[config.mk]
export PLATFORM = sky130hd
export DESIGN_NAME = button_gesture_classifier
export DESIGN_NICKNAME = d
export VERILOG_FILES = /design/src/rtl/bgc_pkg.sv /design/src/rtl/button_gesture_classifier.sv
export SDC_FILE = /design/constraint.sdc
export NUM_CORES = 1
export LEC_CHECK = 0
export ABC_CLOCK_PERIOD_IN_PS = 7100
export BUFFER_PORTS_ARGS = -buffer_cell sky130_fd_sc_hd__buf_2
export CAP_MARGIN = 20
export CORE_ASPECT_RATIO = 1.4
export CORE_MARGIN = 3
export CORE_UTILIZATION = 59
export DETAILED_ROUTE_END_ITERATION = 10
export HOLD_SLACK_MARGIN = 0.12
export PLACE_DENSITY = 0.95
export SLEW_MARGIN = 40
export SYNTH_ARGS = -nofsm -noshare
export SYNTH_HDL_FRONTEND = slang
export SYNTH_SLANG_ARGS = --single-unit
[constraint.sdc]
create_clock -name clk -period 7.1 [get_ports clk]
set_clock_uncertainty 0.15 [all_clocks]
set_input_delay 1.42 -clock clk [delete_from_list [all_inputs] [get_ports clk]]
set_output_delay 1.42 -clock clk [all_outputs]
set_load 0.1 [all_outputs]
[src/rtl/bgc_pkg.sv]
// ----------------------------------------------------------------------------
// Button gesture classifier package
// Shared transaction types, signal codes and button pattern codes.
// ----------------------------------------------------------------------------
package bgc_pkg;

  // Field widths fixed by the interface.
  localparam int unsigned BtnW     = 3;
  localparam int unsigned DispW    = 2;
  localparam int unsigned CodeW    = 4;
  localparam int unsigned SimulW   = 12;
  localparam int unsigned HoldW    = 14;
  localparam int unsigned ElapsedW = 14;

  // Register reset values.
  localparam logic [SimulW-1:0] SIMUL_RESET = 12'd200;
  localparam logic [HoldW-1:0]  HOLD_RESET  = 14'd2000;

  // Result signal codes.
  localparam logic [CodeW-1:0] SIG_NONE      = 4'd0;
  localparam logic [CodeW-1:0] SIG_MODE_REL  = 4'd1;
  localparam logic [CodeW-1:0] SIG_ALL_HELD  = 4'd2;
  localparam logic [CodeW-1:0] SIG_MODE      = 4'd3;
  localparam logic [CodeW-1:0] SIG_MODE_HELD = 4'd4;
  localparam logic [CodeW-1:0] SIG_SET       = 4'd5;
  localparam logic [CodeW-1:0] SIG_CALC_MODE = 4'd6;
  localparam logic [CodeW-1:0] SIG_TIRE_CIRC = 4'd7;
  localparam logic [CodeW-1:0] SIG_START     = 4'd8;
  localparam logic [CodeW-1:0] SIG_STOP      = 4'd9;
  localparam logic [CodeW-1:0] SIG_MS_HELD   = 4'd10;

  // Button patterns: bit0 mode, bit1 set, bit2 start/stop.
  localparam logic [BtnW-1:0] PAT_NONE       = 3'b000;
  localparam logic [BtnW-1:0] PAT_MODE       = 3'b001;
  localparam logic [BtnW-1:0] PAT_SET        = 3'b010;
  localparam logic [BtnW-1:0] PAT_START      = 3'b100;
  localparam logic [BtnW-1:0] PAT_MODE_START = 3'b101;
  localparam logic [BtnW-1:0] PAT_ALL        = 3'b111;

  // Display mode and view codes.
  localparam logic [DispW-1:0] DMODE_DATA  = 2'd0;
  localparam logic [DispW-1:0] DMODE_UNITS = 2'd1;
  localparam logic [DispW-1:0] DMODE_CIRC  = 2'd2;
  localparam logic [DispW-1:0] VIEW_DIST   = 2'd0;
  localparam logic [DispW-1:0] VIEW_TIME   = 2'd1;
  localparam logic [DispW-1:0] VIEW_SPEED  = 2'd2;

  // Register indexes on the configuration port.
  localparam logic REG_SIMUL = 1'b0;
  localparam logic REG_HOLD  = 1'b1;

  // Input transaction: one timer tick.
  typedef struct packed {
    logic [BtnW-1:0]  buttons;
    logic [DispW-1:0] display_mode;
    logic [DispW-1:0] display_view;
  } in_t;

  // Output transaction: one classification result.
  typedef struct packed {
    logic [CodeW-1:0] signal_code;
    logic             toggle_units;
    logic             cycle_circumference;
    logic             reset_trip;
  } out_t;

endpackage

[src/rtl/button_gesture_classifier.sv]
// ----------------------------------------------------------------------------
// Button gesture classifier
// Classifies press, hold and combination gestures on a three-button panel.
// ----------------------------------------------------------------------------
// Usage:
//   Each input transaction is one timer tick carrying the button sample and
//   the display mode and view. A classification opens on a tick, samples
//   through the window up to tick index simul_ticks (counting from zero) and,
//   for the hold patterns, watches the buttons until hold_ticks. It yields
//   exactly one output transaction; the ticks before it yield none.
//   The result of a tick is loaded into the output register on acceptance.
//   Throughput: one tick per cycle while the receiver takes results; the
//   classifier state and the output register update in the same cycle as
//   the tick is accepted. A tick is accepted whenever the output register
//   is empty or is being drained in the same cycle. When the receiver stalls
//   with a result pending, in_ready drops until that result is taken.
//   Reset clears the classifier state, the output register and restores
//   simul_ticks to 200 and hold_ticks to 2000. Registers are written through
//   the APB port at byte addresses 0 and 4. The user must write them only
//   while the block is idle; the block itself does not enforce this.
// ----------------------------------------------------------------------------
module button_gesture_classifier (
  input  logic                clk,
  input  logic                rst,
  // Tick channel
  input  logic                in_valid,
  output logic                in_ready,
  input  bgc_pkg::in_t        in_data,
  // Result channel
  output logic                out_valid,
  input  logic                out_ready,
  output bgc_pkg::out_t       out_data,
  // Configuration port
  input  logic                psel,
  input  logic                penable,
  input  logic                pwrite,
  input  logic [2:0]          paddr,
  input  logic [31:0]         pwdata,
  output logic [31:0]         prdata,
  output logic                pready
);
  import bgc_pkg::*;

  // Classifier phases.
  localparam logic [1:0] PH_IDLE   = 2'd0;
  localparam logic [1:0] PH_WINDOW = 2'd1;
  localparam logic [1:0] PH_HOLD   = 2'd2;

  logic [SimulW-1:0]   simul_ticks;
  logic [HoldW-1:0]    hold_ticks;
  logic [1:0]          phase;
  logic [1:0]          phase_next;
  logic [ElapsedW-1:0] elapsed_ticks;
  logic [ElapsedW-1:0] elapsed_ticks_next;
  logic [BtnW-1:0]     pattern;
  logic [BtnW-1:0]     pattern_next;
  logic [CodeW-1:0]    previous_signal;
  logic                running;
  logic                running_next;
  logic                emit;
  out_t                result;
  logic                in_accept;
  logic                cfg_write;

  // Configuration port: zero wait states, word index in paddr[2].
  assign pready    = 1'b1;
  assign cfg_write = psel & penable & pwrite & pready;

  always_ff @(posedge clk) begin
    if (rst) begin
      simul_ticks <= SIMUL_RESET;
      hold_ticks  <= HOLD_RESET;
    end else if (cfg_write) begin
      if (paddr[2] == REG_HOLD) begin
        hold_ticks <= pwdata[HoldW-1:0];
      end else begin
        simul_ticks <= pwdata[SimulW-1:0];
      end
    end
  end

  always_comb begin
    if (paddr[2] == REG_SIMUL) begin
      prdata = {{(32-SimulW){1'b0}}, simul_ticks};
    end else begin
      prdata = {{(32-HoldW){1'b0}}, hold_ticks};
    end
  end

  // A tick is taken when the output register is free or drains this cycle.
  assign in_ready  = !out_valid || out_ready;
  assign in_accept = in_valid && in_ready;

  // Classification of the current tick against the stored state.
  always_comb begin
    phase_next         = phase;
    pattern_next       = pattern;
    running_next       = running;
    emit               = 1'b0;
    result             = '0;
    result.signal_code = previous_signal;

    // Tick index within the classification, saturating.
    if (phase == PH_IDLE) begin
      elapsed_ticks_next = '0;
    end else if (elapsed_ticks != {ElapsedW{1'b1}}) begin
      elapsed_ticks_next = elapsed_ticks + 1'b1;
    end else begin
      elapsed_ticks_next = elapsed_ticks;
    end

    if (phase != PH_HOLD) begin
      // Sampling window: the last sample becomes the pattern.
      pattern_next = in_data.buttons;
      phase_next   = PH_WINDOW;
      if (elapsed_ticks_next >= {{(ElapsedW-SimulW){1'b0}}, simul_ticks}) begin
        emit = 1'b1;
        case (in_data.buttons)
          PAT_NONE: begin
            if (previous_signal == SIG_MODE || previous_signal == SIG_MODE_HELD) begin
              result.signal_code = SIG_MODE_REL;
            end else begin
              result.signal_code = SIG_NONE;
            end
          end
          PAT_SET: begin
            case (in_data.display_view)
              VIEW_DIST, VIEW_TIME: result.signal_code = SIG_CALC_MODE;
              VIEW_SPEED:           result.signal_code = SIG_TIRE_CIRC;
              default:              result.signal_code = SIG_SET;
            endcase
          end
          PAT_START: begin
            running_next       = !running;
            result.signal_code = running ? SIG_STOP : SIG_START;
          end
          PAT_ALL, PAT_MODE_START, PAT_MODE: begin
            // Enter the hold watch unless its window is already over.
            if (hold_ticks > elapsed_ticks_next) begin
              emit       = 1'b0;
              phase_next = PH_HOLD;
            end
          end
          default: begin
            result.signal_code = previous_signal;
          end
        endcase
      end
    end else begin
      // Hold watch: a change ends it early, the timeout gives the held result.
      if (in_data.buttons != pattern) begin
        emit = 1'b1;
        if (pattern == PAT_MODE) begin
          result.signal_code         = SIG_MODE;
          result.toggle_units        = (in_data.display_mode == DMODE_UNITS);
          result.cycle_circumference = (in_data.display_mode == DMODE_CIRC);
        end else begin
          result.signal_code = SIG_NONE;
        end
      end else if (elapsed_ticks_next >= hold_ticks) begin
        emit = 1'b1;
        case (pattern)
          PAT_ALL:  result.signal_code = SIG_ALL_HELD;
          PAT_MODE: result.signal_code = SIG_MODE_HELD;
          default: begin
            result.signal_code = SIG_MS_HELD;
            result.reset_trip  = (in_data.display_mode == DMODE_DATA);
          end
        endcase
      end
    end

    if (emit) begin
      phase_next = PH_IDLE;
    end
  end

  // Classifier state.
  always_ff @(posedge clk) begin
    if (rst) begin
      phase           <= PH_IDLE;
      elapsed_ticks   <= '0;
      pattern         <= PAT_NONE;
      previous_signal <= SIG_NONE;
      running         <= 1'b0;
    end else if (in_accept) begin
      phase         <= phase_next;
      elapsed_ticks <= elapsed_ticks_next;
      pattern       <= pattern_next;
      running       <= running_next;
      if (emit) begin
        previous_signal <= result.signal_code;
      end
    end
  end

  // Output register.
  always_ff @(posedge clk) begin
    if (rst) begin
      out_valid <= 1'b0;
    end else if (in_accept && emit) begin
      out_valid <= 1'b1;
    end else if (out_ready) begin
      out_valid <= 1'b0;
    end
  end

  always_ff @(posedge clk) begin
    if (in_accept && emit) begin
      out_data <= result;
    end
  end

  // A trip reset request only travels with the mode+start/stop held result.
  a_trip_code : assert property (@(posedge clk) disable iff (rst)
    out_valid && out_data.reset_trip |-> out_data.signal_code == SIG_MS_HELD)
    else $error("reset_trip without mode+start held code");

  // Units and circumference requests only travel with the mode result.
  a_mode_req : assert property (@(posedge clk) disable iff (rst)
    out_valid && (out_data.toggle_units || out_data.cycle_circumference)
      |-> out_data.signal_code == SIG_MODE
          && !(out_data.toggle_units && out_data.cycle_circumference))
    else $error("mode request with wrong code or both requests");

  // Every emitted result closes the classification.
  a_emit_idle : assert property (@(posedge clk) disable iff (rst)
    in_accept && emit |=> phase == PH_IDLE && out_valid)
    else $error("classification not closed after result");

  // The hold watch only runs on a hold pattern.
  a_hold_pat : assert property (@(posedge clk) disable iff (rst)
    phase == PH_HOLD |-> pattern == PAT_ALL || pattern == PAT_MODE
                         || pattern == PAT_MODE_START)
    else $error("hold watch on a non-hold pattern");

  // The run flag follows the start and stop results.
  a_running : assert property (@(posedge clk) disable iff (rst)
    in_accept && emit && (result.signal_code == SIG_START
                          || result.signal_code == SIG_STOP)
      |=> running == (out_data.signal_code == SIG_START))
    else $error("run flag does not follow start/stop");

endmodule

Word level (Yosys, flattened, before mapping)
Index checks and enable logic that the tools add are counted.
{"block": "word_totals", "register_bits": 58, "wordCells": 86, "out_inout_bits": 42}
{"block": "op_classes", "muxes": 26, "bitwise": 6, "reduce_logical": 22, "n_eq_ne": 16, "n_addsub": 1, "order_cmp": 3}
{"operator": "2-to-1 mux 14 bit", "count": 3}
{"operator": "2-to-1 mux 4 bit", "count": 4}
{"operator": "adder 14 x 1 -> 14 bit, second input constant", "count": 1}
{"operator": ">= comparator 14 x 12 -> 1 bit", "count": 1}
{"operator": ">= comparator 14 bit", "count": 1}
{"operator": "> comparator 14 bit", "count": 1}
{"operator": "!= test 14 bit, second input constant", "count": 1}
{"operator": "== test 3 bit, second input constant", "count": 4}
{"operator": "2-to-1 mux 2 bit", "count": 6}
{"operator": "one-hot mux 4 bit (3 select lines)", "count": 1}
{"operator": "2-to-1 mux 1 bit", "count": 10}
{"operator": "AND reduction 2 bit", "count": 5}
{"operator": "one-hot mux 4 bit (2 select lines)", "count": 1}
{"operator": "== test 3 x 1 -> 1 bit, second input constant", "count": 2}
{"operator": "logical NOT 2 bit", "count": 3}
{"operator": "OR reduction 3 bit", "count": 2}
{"operator": "OR reduction 5 bit", "count": 1}
{"operator": "== test 2 x 1 -> 1 bit, second input constant", "count": 2}
{"operator": "== test 2 bit, second input constant", "count": 2}
{"operator": "== test 4 x 2 -> 1 bit, second input constant", "count": 1}
{"operator": "== test 4 x 3 -> 1 bit, second input constant", "count": 1}
{"operator": "inverter 1 bit", "count": 4}
{"operator": "one-hot mux 2 bit (2 select lines)", "count": 1}
{"operator": "AND reduction 4 bit", "count": 1}
{"operator": "other kinds (10)", "count": 15}

Longest topological paths before layout
Gate-level depths: netlist (run 1).
{"block": "depth", "ltp_word": 10, "mapped_depth": 19, "depth_no_buf": 16}

Worst setup path before layout (run 1)
OpenSTA, ideal clock, no wires.
{"block": "synth_timing", "path_kind": "input -> output", "start": "input paddr[2]", "end": "output prdata[1]", "cell_stages": 3, "arrival_time_ps": 3910, "setup_slack_ps": 1620, "path_buffers": 2, "cell_sequence": "clkbuf_1 clkbuf_1 o21ai_0"}
{"block": "synth_via", "elab_chain_len": 1}
{"element": "start: declaration", "line_no": "button_gesture_classifier.sv:37", "text": "input logic [2:0] paddr,"}
{"element": "2-to-1 mux 14 bit", "line_no": "button_gesture_classifier.sv:83", "text": "if (paddr[2] == REG_SIMUL) begin"}
{"element": "end: declaration", "line_no": "button_gesture_classifier.sv:39", "text": "output logic [31:0] prdata,"}
Every way passes these cells.

Final worst setup path (run 1)
{"block": "layout_timing", "start": "register elapsed_ticks[0]", "end": "register previous_signal[2]"}
{"block": "layout_via", "elab_chain_len": 9, "elab_cells_between_ends": 18, "classes_between": "add/sub (1); order compare (3); eq/ne (1); mux (12); reduce/logical (1)"}
{"element": "start: declaration", "line_no": "button_gesture_classifier.sv:53", "text": "logic [ElapsedW-1:0] elapsed_ticks;"}
{"element": "start signal: assignment", "line_no": "button_gesture_classifier.sv:188", "text": "elapsed_ticks <= elapsed_ticks_next;"}
{"element": "adder 14 x 1 -> 14 bit or != test 14 bit (tied branches)", "line_no": "button_gesture_classifier.sv:107, button_gesture_classifier.sv:106"}
{"element": "2-to-1 mux 14 bit (*)", "line_no": "button_gesture_classifier.sv:106", "text": "end else if (elapsed_ticks != {ElapsedW{1'b1}}) begin"}
{"element": "2-to-1 mux 14 bit (*)", "line_no": "button_gesture_classifier.sv:104", "text": "if (phase == PH_IDLE) begin"}
{"element": "named net elapsed_ticks_next[7]", "line_no": "button_gesture_classifier.sv:54", "text": "logic [ElapsedW-1:0] elapsed_ticks_next;"}
{"element": "> comparator 14 bit", "line_no": "button_gesture_classifier.sv:139", "text": "if (hold_ticks > elapsed_ticks_next) begin"}
{"element": "2-to-1 mux 1 bit", "line_no": "button_gesture_classifier.sv:139"}
{"element": "2-to-1 mux 1 bit", "line_no": "button_gesture_classifier.sv:118", "text": "case (in_data.buttons)"}
{"element": "2-to-1 mux 1 bit", "line_no": "button_gesture_classifier.sv:116", "text": "if (elapsed_ticks_next >= {{(ElapsedW-SimulW){1'b0}}, simul_ticks}) begin"}
{"element": "2-to-1 mux 1 bit", "line_no": "button_gesture_classifier.sv:112", "text": "if (phase != PH_HOLD) begin"}
{"element": "AND reduction 2 bit (no source line)"}
{"element": "end signal: assignment", "line_no": "button_gesture_classifier.sv:192", "text": "previous_signal <= result.signal_code;"}
{"element": "end: declaration", "line_no": "button_gesture_classifier.sv:57", "text": "logic [CodeW-1:0] previous_signal;"}
Mark *: on every way through the listed nets, which the timed path passes. The rest lies on a longest branch.
A chain may end at the register's enable or synchronous reset.

==> flow_metrics.tcl, run 1 <==
set metrics [dict create \
    antenna_cells 0 \
    synth-edff-count 7 \
    finalWeightedCongestion 0.925 \
    cp_common_cell "ha_1" \
    rsz0062_at_grt "no" \
    drv_cap 0 \
    cts_buffers 9 \
    clockBufferDepth 2 \
    synth_top_area_share 0.266 \
    cts_tree "done" \
    synth_seq_cells 58 \
    status "finished, final reports clean" \
    vias_per_cell 6.13 \
    synthFlopType "dfxtp_1" \
    report.final.slew_viol_count 0 \
    crit_chain "ha_1, and2_1, a31oi_1, nand2_1, xor2_1, nor2_1, ha_1, a2111oi_0, nand4_1, a21oi_1, a2bb2oi_2, a21oi_2, inv_1, a311oi_1" \
    syn_avg_cell_area_um2 7.83 \
    finalInstanceArea_mm2 0.00425 \
    placed_cell_area_mm2 0.00400 \
    ys_warn_count 0 \
    hold_start "hold_ticks[12]" \
    gr-total-overflow 0 \
    async_flop_share 0 \
    ios 91 \
    fp.dieW_um 74.1 \
    tightest_slew_ns 0.779 \
    finalCritPeriodShare 0.671 \
    rr_startpoint "elapsed_ticks[0]" \
    via_count 3685 \
    drtIter0Drc 297 \
    clockRootBuffer "clkbuf_8" \
    fin_worst_hold_slack_ns 0.309 \
    cts_sinks 58 \
    criticalPathCategory "reg -> reg" \
    cp_top_family "compound AO/OA/AOI/OAI gates" \
    drt_first_pass_iters 5 \
    crit_buf_inv 1 \
    yosys.area.top_type "dfxtp_1" \
    grt_use_total 0.268 \
    cts_resized 0 \
    cts_setup_buffers 0 \
    port_buffers 51 \
    syn_to_final_growth_pct 10.9 \
    period_minus_slack_ns 4.76 \
    start_kind "flip-flop" \
    p_leak_nw 1.72 \
    syn-cell-area_mm2 0.00383 \
    synth_area_leaders "dfxtp_1 (27%), ha_1 (8.8%), nand2_1 (7.5%)" \
    cts_max_level 3 \
    antenna_found_initial 0 \
    maxSlewHeadroom 0.480 \
    die_y_um 101 \
    slowest_delay_ns 0.57 \
    start_util 0.613 \
    crit_arrival_ns 4.87 \
    powerDensity_mw_per_mm2 200 \
    hold_viol_final 0 \
    dieArea_mm2 0.00751 \
    clk_latency_ns 0.35 \
    drc 0 \
    worstPathRequired_ns 7.21 \
    hpwl_um 7040 \
    nets 600 \
    drive_gt1_frac 0.159 \
    cp-end-kind "flip-flop" \
    clk_pin_slew_ns 0.08 \
    fmax_mhz 210 \
    ant_nets 0 \
    cp_slowest_cell "a21oi_1" \
    finalSetupTns_ns 0 \
    num_rows 34 \
    synth.distinct_cells 62 \
    grt_pass1_vias 3526 \
    core_mm2 0.00625 \
    hp-class "reg -> reg" \
    crit_fanout 8 \
    startpoint "elapsed_ticks[0]" \
    setup-violations-final 0 \
    ir_worst_vdd_mv 0.126 \
    routedWlPerCell_um 15.9 \
    synthCells 489 \
    seq_area_frac_synth 0.321 \
    grt_pass1_wl_um 15700 \
    grt_max_degree 46 \
    postCtsHoldBufs 0 \
    wirelength_um 9530 \
]
## cell usage in the layout, fill, tap and decap left out, types with 3 or more instances in the layout
cell type | Yosys | routed
and2_1 | 7 | 7
o21ai_0 | 28 | 28
o21a_1 | 4 | 4
a22oi_1 | 3 | 3
a211oi_1 | 8 | 8
a21oi_1 | 40 | 40
a2111o_1 | 3 | 3
o211ai_1 | 11 | 11
nor3_1 | 8 | 8
nor3b_1 | 3 | 3
buf_2 | 3 | 50
nand2_1 | 77 | 77
nand2b_1 | 6 | 6
a31oi_1 | 3 | 3
nor2_1 | 39 | 37
a21o_1 | 4 | 4
xor2_1 | 6 | 6
edfxtp_1 | 7 | 7
dfxtp_1 | 51 | 51
conb_1 | 2 | 19
ha_1 | 27 | 27
nand3_1 | 8 | 8
inv_1 | 30 | 30
xnor2_1 | 8 | 8
and3_1 | 4 | 4
clkbuf_8 | 0 | 10
mux2i_1 | 4 | 4
nand4_1 | 7 | 7
## cells in the mapped netlist, drive strengths merged (4+ instances only)
master and number:
nand2 77, dfxtp 51, a21oi 41, nor2 39, inv 30, o21ai 28, ha 27, buf 23
clkbuf 22, o211ai 11, a211oi 9, nand3 8, nor3 8, xnor2 8, and2 7, edfxtp 7
nand4 7, nand2b 6, xor2 6, a21o 4, and3 4, mux2i 4, o21a 4
## stage by stage
stage	cells	total power, W	setup slack (ns)	util
CTS	601	0.000851	2.37	0.678
floorplan	506	0.000479	1.62	-
detailed placement	585	0.000497	2.40	0.640
global placement	585	0.000494	2.49	0.639
finish	601	0.000849	2.34	0.680
global route	601	0.000874	1.88	0.680
## sequential cells by signal, summed over array words and instances, names as in the netlist
register	flops
elapsed_ticks	14
hold_ticks	14
simul_ticks	12
out_data	7
previous_signal	4
pattern	3
phase	2
out_valid	1
running	1
## metal layers
| layer | vias to the layer above | track usage | part of all wire |
|---|---|---|---|
| met5 | - | 0 | 0 |
| met4 | 0 | 0.177 | 0.040 |
| met3 | 35 | 0.0447 | 0.052 |
| met2 | 149 | 0.458 | 0.53 |
| met1 | 1728 | 0.297 | 0.38 |
| li1 | 1773 | - | - |
## report_power, final
| group | leakage, nW | switching, W | internal, W |
|---|---|---|---|
| Clock | 0.115 | 0.000143 | 0.000215 |
| Sequential | 0.475 | 0.00000556 | 0.000338 |
| Combinational | 1.13 | 0.000120 | 0.0000281 |
| Total | 1.72 | 0.000268 | 0.000580 |
## cells by family after synthesis
logic type	share of synthesized area
other	0.00196
muxes	0.0163
and+or+nand+nor	0.209
AOI/OAI and AO/OA	0.235
buffers and inverters	0.0960
adders and majority gates	0.0882
DFF	0.321
xor gates and xnor gates	0.0320
## path summary, 6_finish.rpt
kind / endpoint / slack (ns) / cells past startpoint
worst max register to register: previous_signal[2] / 2.34 / 14
worst min register to register: hold_ticks[12] / 0.31 / 2
worst max-delay path: previous_signal[2] / 2.34 / 14
worst min-delay path: hold_ticks[12] / 0.31 / 2
## cell type report
type / count / area (um^2)
Inverter: 31 / 116
Clock inverter: 4 / 53.8
Timing Repair Buffer: 52 / 265
Multi-Input combinational cell: 372 / 2310
Sequential cell: 58 / 1230
Clock buffer: 12 / 188
Fill cell: 494 / 2000
Tap cell: 72 / 90.1
## worst register-to-register path, delay by kind of cell (launching register included)
| kind | cells | cell delay [ns] |
|---|---|---|
| AO/OA/AOI/OAI | 6 | 2.53 |
| XOR/XNOR | 1 | 0.17 |
| adder cells (fa/ha/maj) | 2 | 0.53 |
| buffers and inverters | 1 | 0.26 |
| flip-flops | 1 | 0.36 |
| AND/OR/NAND/NOR | 4 | 0.68 |
No activity file was read; power rests on OpenSTA's default activity.
==> run 2: changes to the inputs <==
ABC_AREA = 1   (was not set)
ABC_CLOCK_PERIOD_IN_PS = 4200   (was 7100)
CORE_UTILIZATION = 49   (was 59)
PLACE_DENSITY = 0.89   (was 0.95)
clock period = 4.2 ns   (was 7.1 ns; I/O delays follow)
==> run 2 against run 1 <==
  * Sequential power grew 82%
  * Via count is 0.92% higher
  * Sequential share of layout area down 0.20 points
  * Synthesized area decreased by 1.5%
  * Cell area grew 0.71%
  * Critical endpoint is now out_data[1]
==> flow_metrics.tcl, run 2 <==
set metrics [dict create \
    status "finished, final reports clean" \
    p_total_w 0.00170 \
    fp.dieW_um 80.2 \
    finalInstanceArea_mm2 0.00428 \
    finalWeightedCongestion 0.966 \
    vias_per_cell 5.29 \
    criticalPathCategory "reg -> reg" \
    yosys.area.top_type "dfxtp_1" \
    final_common_cell "nand2_1" \
    start_kind "flip-flop" \
    drtIter0Drc 192 \
    start_util 0.509 \
    setup-violations-final 0 \
    slowest_delay_ns 0.35 \
    cts_buffers 9 \
    wl_met3_um 537 \
    rsz0062_at_grt "no" \
    ir_worst_vdd_mv 0.224 \
    clk_pin_slew_ns 0.07 \
    drt_first_pass_iters 4 \
    core_mm2 0.00741 \
    p_seq_frac 0.367 \
    dr_wl_met2_um 4690 \
    finalCritPeriodShare 0.917 \
    crit_arrival_ns 3.73 \
    placed_cell_area_mm2 0.00402 \
    cts_resized 0 \
    cts_tree "done" \
    drc 0 \
    drv_cap 0 \
    tightest_slew_ns 0.676 \
    worstPathRequired_ns 4.08 \
    syn_avg_cell_area_um2 6.81 \
    cp_slowest_cell "dfxtp_1" \
    reg_top3 "elapsed_ticks x14, hold_ticks x14, simul_ticks x12" \
    report.final.slew_viol_count 0 \
    preCtsSetupSlack_ns 0.325 \
    cp_common_cell "nand2_1" \
    crit_fanout 10 \
    synthCells 554 \
    ys_warn_count 0 \
    synth_top_area_share 0.271 \
    postCtsHoldBufs 0 \
    pwr-share-comb 0.260 \
    cts_sinks 58 \
    cts_setup_buffers 0 \
    dieArea_mm2 0.00880 \
    antenna_found_initial 0 \
    die_y_um 110 \
    clockBufferDepth 2 \
    drive_gt1_frac 0.145 \
    syn-cell-area_mm2 0.00377 \
    cts_max_level 3 \
    final_cell_mix "nand2_1 (103), inv_1 (81), o21ai_0 (69)" \
    grt_pass1_vias 3499 \
    via_count 3719 \
    fin_worst_hold_slack_ns 0.336 \
    worst_slack_ns 0.349 \
    swShare 0.357 \
    synthFlopType "dfxtp_1" \
    crit_buf_inv 5 \
    powerDensity_mw_per_mm2 398 \
    num_rows 37 \
    ios 91 \
    maxSlewHeadroom 0.549 \
    clockPowerShare 0.374 \
    p_leak_nw 2.15 \
    antenna_cells 0 \
    clk_latency_ns 0.34 \
    gr-total-overflow 0 \
    port_buffers 51 \
    grt_pass1_wl_um 15200 \
    hpwl_um 6950 \
    synth.distinct_cells 33 \
    grt_max_degree 36 \
    finalSetupTns_ns 0 \
    period_minus_slack_ns 3.85 \
    wirelength_um 9430 \
    async_flop_share 0 \
    synth-edff-count 7 \
    fmax_mhz 260 \
    top_layer "met4" \
    seq_area_frac_synth 0.326 \
    crit_chain "ha_1, inv_1, nor2_2, nand3_2, inv_1, nor2_2, nand2_1, nor2_1, nand2_1, xnor2_1, nand2_1, inv_1, ha_1, nand2_1, nor2_1, nor3b_1, nand2_1, nand3_2, nor2_1, inv_1, nand2_1, nand2_2, nand2_4, inv_1" \
    synth_seq_cells 58 \
    yosysMostFrequentCell "nand2_1" \
    m1WireLength_um 3780 \
    cp-end-kind "flip-flop" \
    routedWlPerCell_um 13.4 \
    cp_top_family "simple AND/OR/NAND/NOR gates" \
    clockRootBuffer "clkbuf_8" \
    synth_area_leaders "dfxtp_1 (27%), nand2_1 (10%), o21ai_0 (9.2%)" \
    syn_to_final_growth_pct 13.5 \
    p_switching_w 0.000608 \
    grt_use_total 0.219 \
    internal_power_w 0.00110 \
    synthTopCellsByCount "nand2_1 (103), inv_1 (82), o21ai_0 (69), a21oi_1 (58), dfxtp_1 (51)" \
    nets 677 \
    hold_viol_final 0 \
    ant_nets 0 \
    hp-class "reg -> reg" \
]
run 2: cell types whose count changed after synthesis, sizes merged, moves of 5 or more:
cell    delta
nand3     +19
nand2     +32
o21ai     +41
nor2      +12
o211ai    -11
xor2       -5
clkbuf    -10
xnor2      -5
nand2b     -6
a211oi     -6
inv       +53
a21oi     +17
and2       -7
run 2: cells by family (layout without fill, tap and decap cells):
kind of cell	count (synthesis)	count (layout)	share of synthesized area
xor+xnor	4	4	0.00929
fa+ha+maj	27	27	0.0896
flops	58	58	0.326
buf+inv	117	152	0.137
compound gates	136	136	0.186
other cells	2	19	0.00199
simple gates	210	210	0.250
run 2: cell type report:
type | instances | area, um^2
Inverter | 83 | 312
Clock inverter | 3 | 66.3
Tap cell | 97 | 121
Clock buffer | 13 | 180
Multi-Input combinational cell | 396 | 2100
Timing Repair Buffer | 53 | 270
Sequential cell | 58 | 1230
Fill cell | 688 | 3130
run 2: layer usage:
layer / GRT usage / vias up
met5: 0 / -
met4: 0.134 / 0
met3: 0.0287 / 30
met2: 0.396 / 144
met1: 0.238 / 1678
li1: - / 1867
run 2: through the flow:
step / utilization / cells
after floorplan: - / 571
after CTS: 0.576 / 703
after global placement: 0.543 / 687
final: 0.578 / 703
after detailed placement: 0.543 / 687
after global routing: 0.578 / 703
run 2: worst paths after layout:
kind                          from     endpoint  slack, ns  depth (start not counted)
setup / recovery  elapsed_ticks[0]  out_data[1]       0.35                         24
hold / removal            phase[0]     phase[0]       0.34                          2
setup reg to reg  elapsed_ticks[0]  out_data[1]       0.35                         24
hold reg to reg           phase[0]     phase[0]       0.34                          2
run 2: worst min-delay path: stages (launching register included):
cell	delay (ns)
dfxtp_1	0.32
nand2_1	0.06
a21oi_1	0.05
run 2: power groups by stage:
stage                     combinational [W]  sequential [W]  clock, W
after detailed placement           0.000435        0.000636         0
after global routing               0.000481        0.000628  0.000663
after CTS                          0.000439        0.000624  0.000641
final                              0.000442        0.000625  0.000637
after floorplan                    0.000330        0.000674         0
after global placement             0.000427        0.000634         0
==> run 3: changes to the inputs <==
RECOVER_POWER = 100   (was not set)
==> run 3 against run 2 <==
  * Setup slack worse by 0.0028 ns
  * Sequential power about the same
  * Utilization down 0.52 points
  * Clock power about the same
  * Maximum frequency about the same
  * Cell area down 0.91%
  * Combinational power down 0.9%
==> flow_metrics.tcl, run 3 (synthesis results as in run 2) <==
set metrics [dict create \
    fin_worst_hold_slack_ns 0.336 \
    gr-total-overflow 0 \
    crit_fanout 10 \
    p_total_w 0.00170 \
    fp.dieW_um 80.2 \
    antenna_found_initial 0 \
    finalInstanceArea_mm2 0.00424 \
    postCtsHoldBufs 0 \
    tightest_slew_ns 1.19 \
    clk_pin_slew_ns 0.07 \
    start_kind "flip-flop" \
    grt_use_total 0.219 \
    cts_setup_buffers 0 \
    slowest_delay_ns 0.35 \
    period_minus_slack_ns 3.85 \
    placed_cell_area_mm2 0.00402 \
    die_y_um 110 \
    num_rows 37 \
    start_util 0.509 \
    cp-end-kind "flip-flop" \
    cts_resized 0 \
    cts_tree "done" \
    crit_arrival_ns 3.73 \
    dieArea_mm2 0.00880 \
    fmax_mhz 259 \
    ant_nets 0 \
    maxSlewHeadroom 0.210 \
    drtIter0Drc 166 \
    clockBufferDepth 2 \
    crit_buf_inv 5 \
    clockRootBuffer "clkbuf_8" \
    setup-violations-final 0 \
    wirelength_um 9460 \
    dr_wl_met2_um 4700 \
    grt_pass1_vias 3499 \
    criticalPathCategory "reg -> reg" \
    ios 91 \
    clk_latency_ns 0.34 \
    drc 0 \
    powerDensity_mw_per_mm2 401 \
    grt_max_degree 36 \
    top_layer "met4" \
    final_common_cell "nand2_1" \
    routedWlPerCell_um 13.5 \
    worst_slack_ns 0.346 \
    cts_buffers 9 \
    reg_top3 "elapsed_ticks x14, hold_ticks x14, simul_ticks x12" \
    drt_first_pass_iters 5 \
    report.final.slew_viol_count 0 \
    via_count 3742 \
    drive_gt1_frac 0.101 \
    hp-class "reg -> reg" \
    nets 677 \
    grt_pass1_wl_um 15200 \
    r2r_slack_ns 0.35 \
    hpwl_um 6950 \
    worstPathRequired_ns 4.08 \
    cp_slowest_cell "dfxtp_1" \
    wl_met3_um 510 \
    finalSetupTns_ns 0 \
    port_buffers 51 \
    finalWeightedCongestion 0.966 \
    syn_to_final_growth_pct 12.4 \
    crit_chain "ha_1, inv_1, nor2_2, nand3_2, inv_1, nor2_2, nand2_1, nor2_1, nand2_1, xnor2_1, nand2_1, inv_1, ha_1, nand2_1, nor2_1, nor3b_1, nand2_1, nand3_2, nor2_1, inv_1, nand2_1, nand2_2, nand2_4, inv_1" \
    cp_top_family "simple AND/OR/NAND/NOR gates" \
    p_leak_nw 2.07 \
    finalCritPeriodShare 0.918 \
    vias_per_cell 5.32 \
    final_cell_mix "nand2_1 (103), inv_1 (81), o21ai_0 (69)" \
    cts_max_level 3 \
    core_mm2 0.00741 \
    cp_common_cell "nand2_1" \
    drv_cap 0 \
    rsz0062_at_grt "no" \
    status "finished, final reports clean" \
    antenna_cells 0 \
    m1WireLength_um 3810 \
    preCtsSetupSlack_ns 0.325 \
    cts_sinks 58 \
    hold_viol_final 0 \
    ir_worst_vdd_mv 0.225 \
]
run 3: worst paths after layout:
check                                   end              from  cells after the start
worst max-delay path            out_data[0]  elapsed_ticks[0]                     24
worst min-delay path                running           running                      2
worst max register to register  out_data[0]  elapsed_ticks[0]                     24
worst min register to register      running           running                      2
run 3: area by class of cell:
class                      count  area [um^2]
tap                           97          121
clock inverter                 3         66.3
fill                         709         3170
clock buffer                  13          180
inverter                      83          312
multi-input combinational    396         2100
timing repair buffer          53          231
sequential                    58         1230
run 3: per-layer routing:
layer	vias up	track usage
met5	-	0
met4	0	0.134
met3	32	0.0287
met2	129	0.396
met1	1711	0.238
li1	1870	-
run 3: tightest hold or removal path: stages, from the launching register on:
cell and delay [ns]:
dfxtp_1 0.31, o21ai_0 0.07, a21oi_1 0.06
run 3: through the flow:
| stage | utilization | std cells |
|---|---|---|
| after floorplan | - | 571 |
| after global placement | 0.543 | 687 |
| after detailed placement | 0.543 | 687 |
| after CTS | 0.576 | 703 |
| after global routing | 0.573 | 703 |
| final | 0.573 | 703 |
run 3: power breakdown:
part	internal, W	total, W	switching (W)	leakage [nW]
Sequential	0.000598	0.000625	0.0000272	0.483
Combinational	0.0000892	0.000438	0.000349	1.46
Clock	0.000403	0.000637	0.000234	0.125
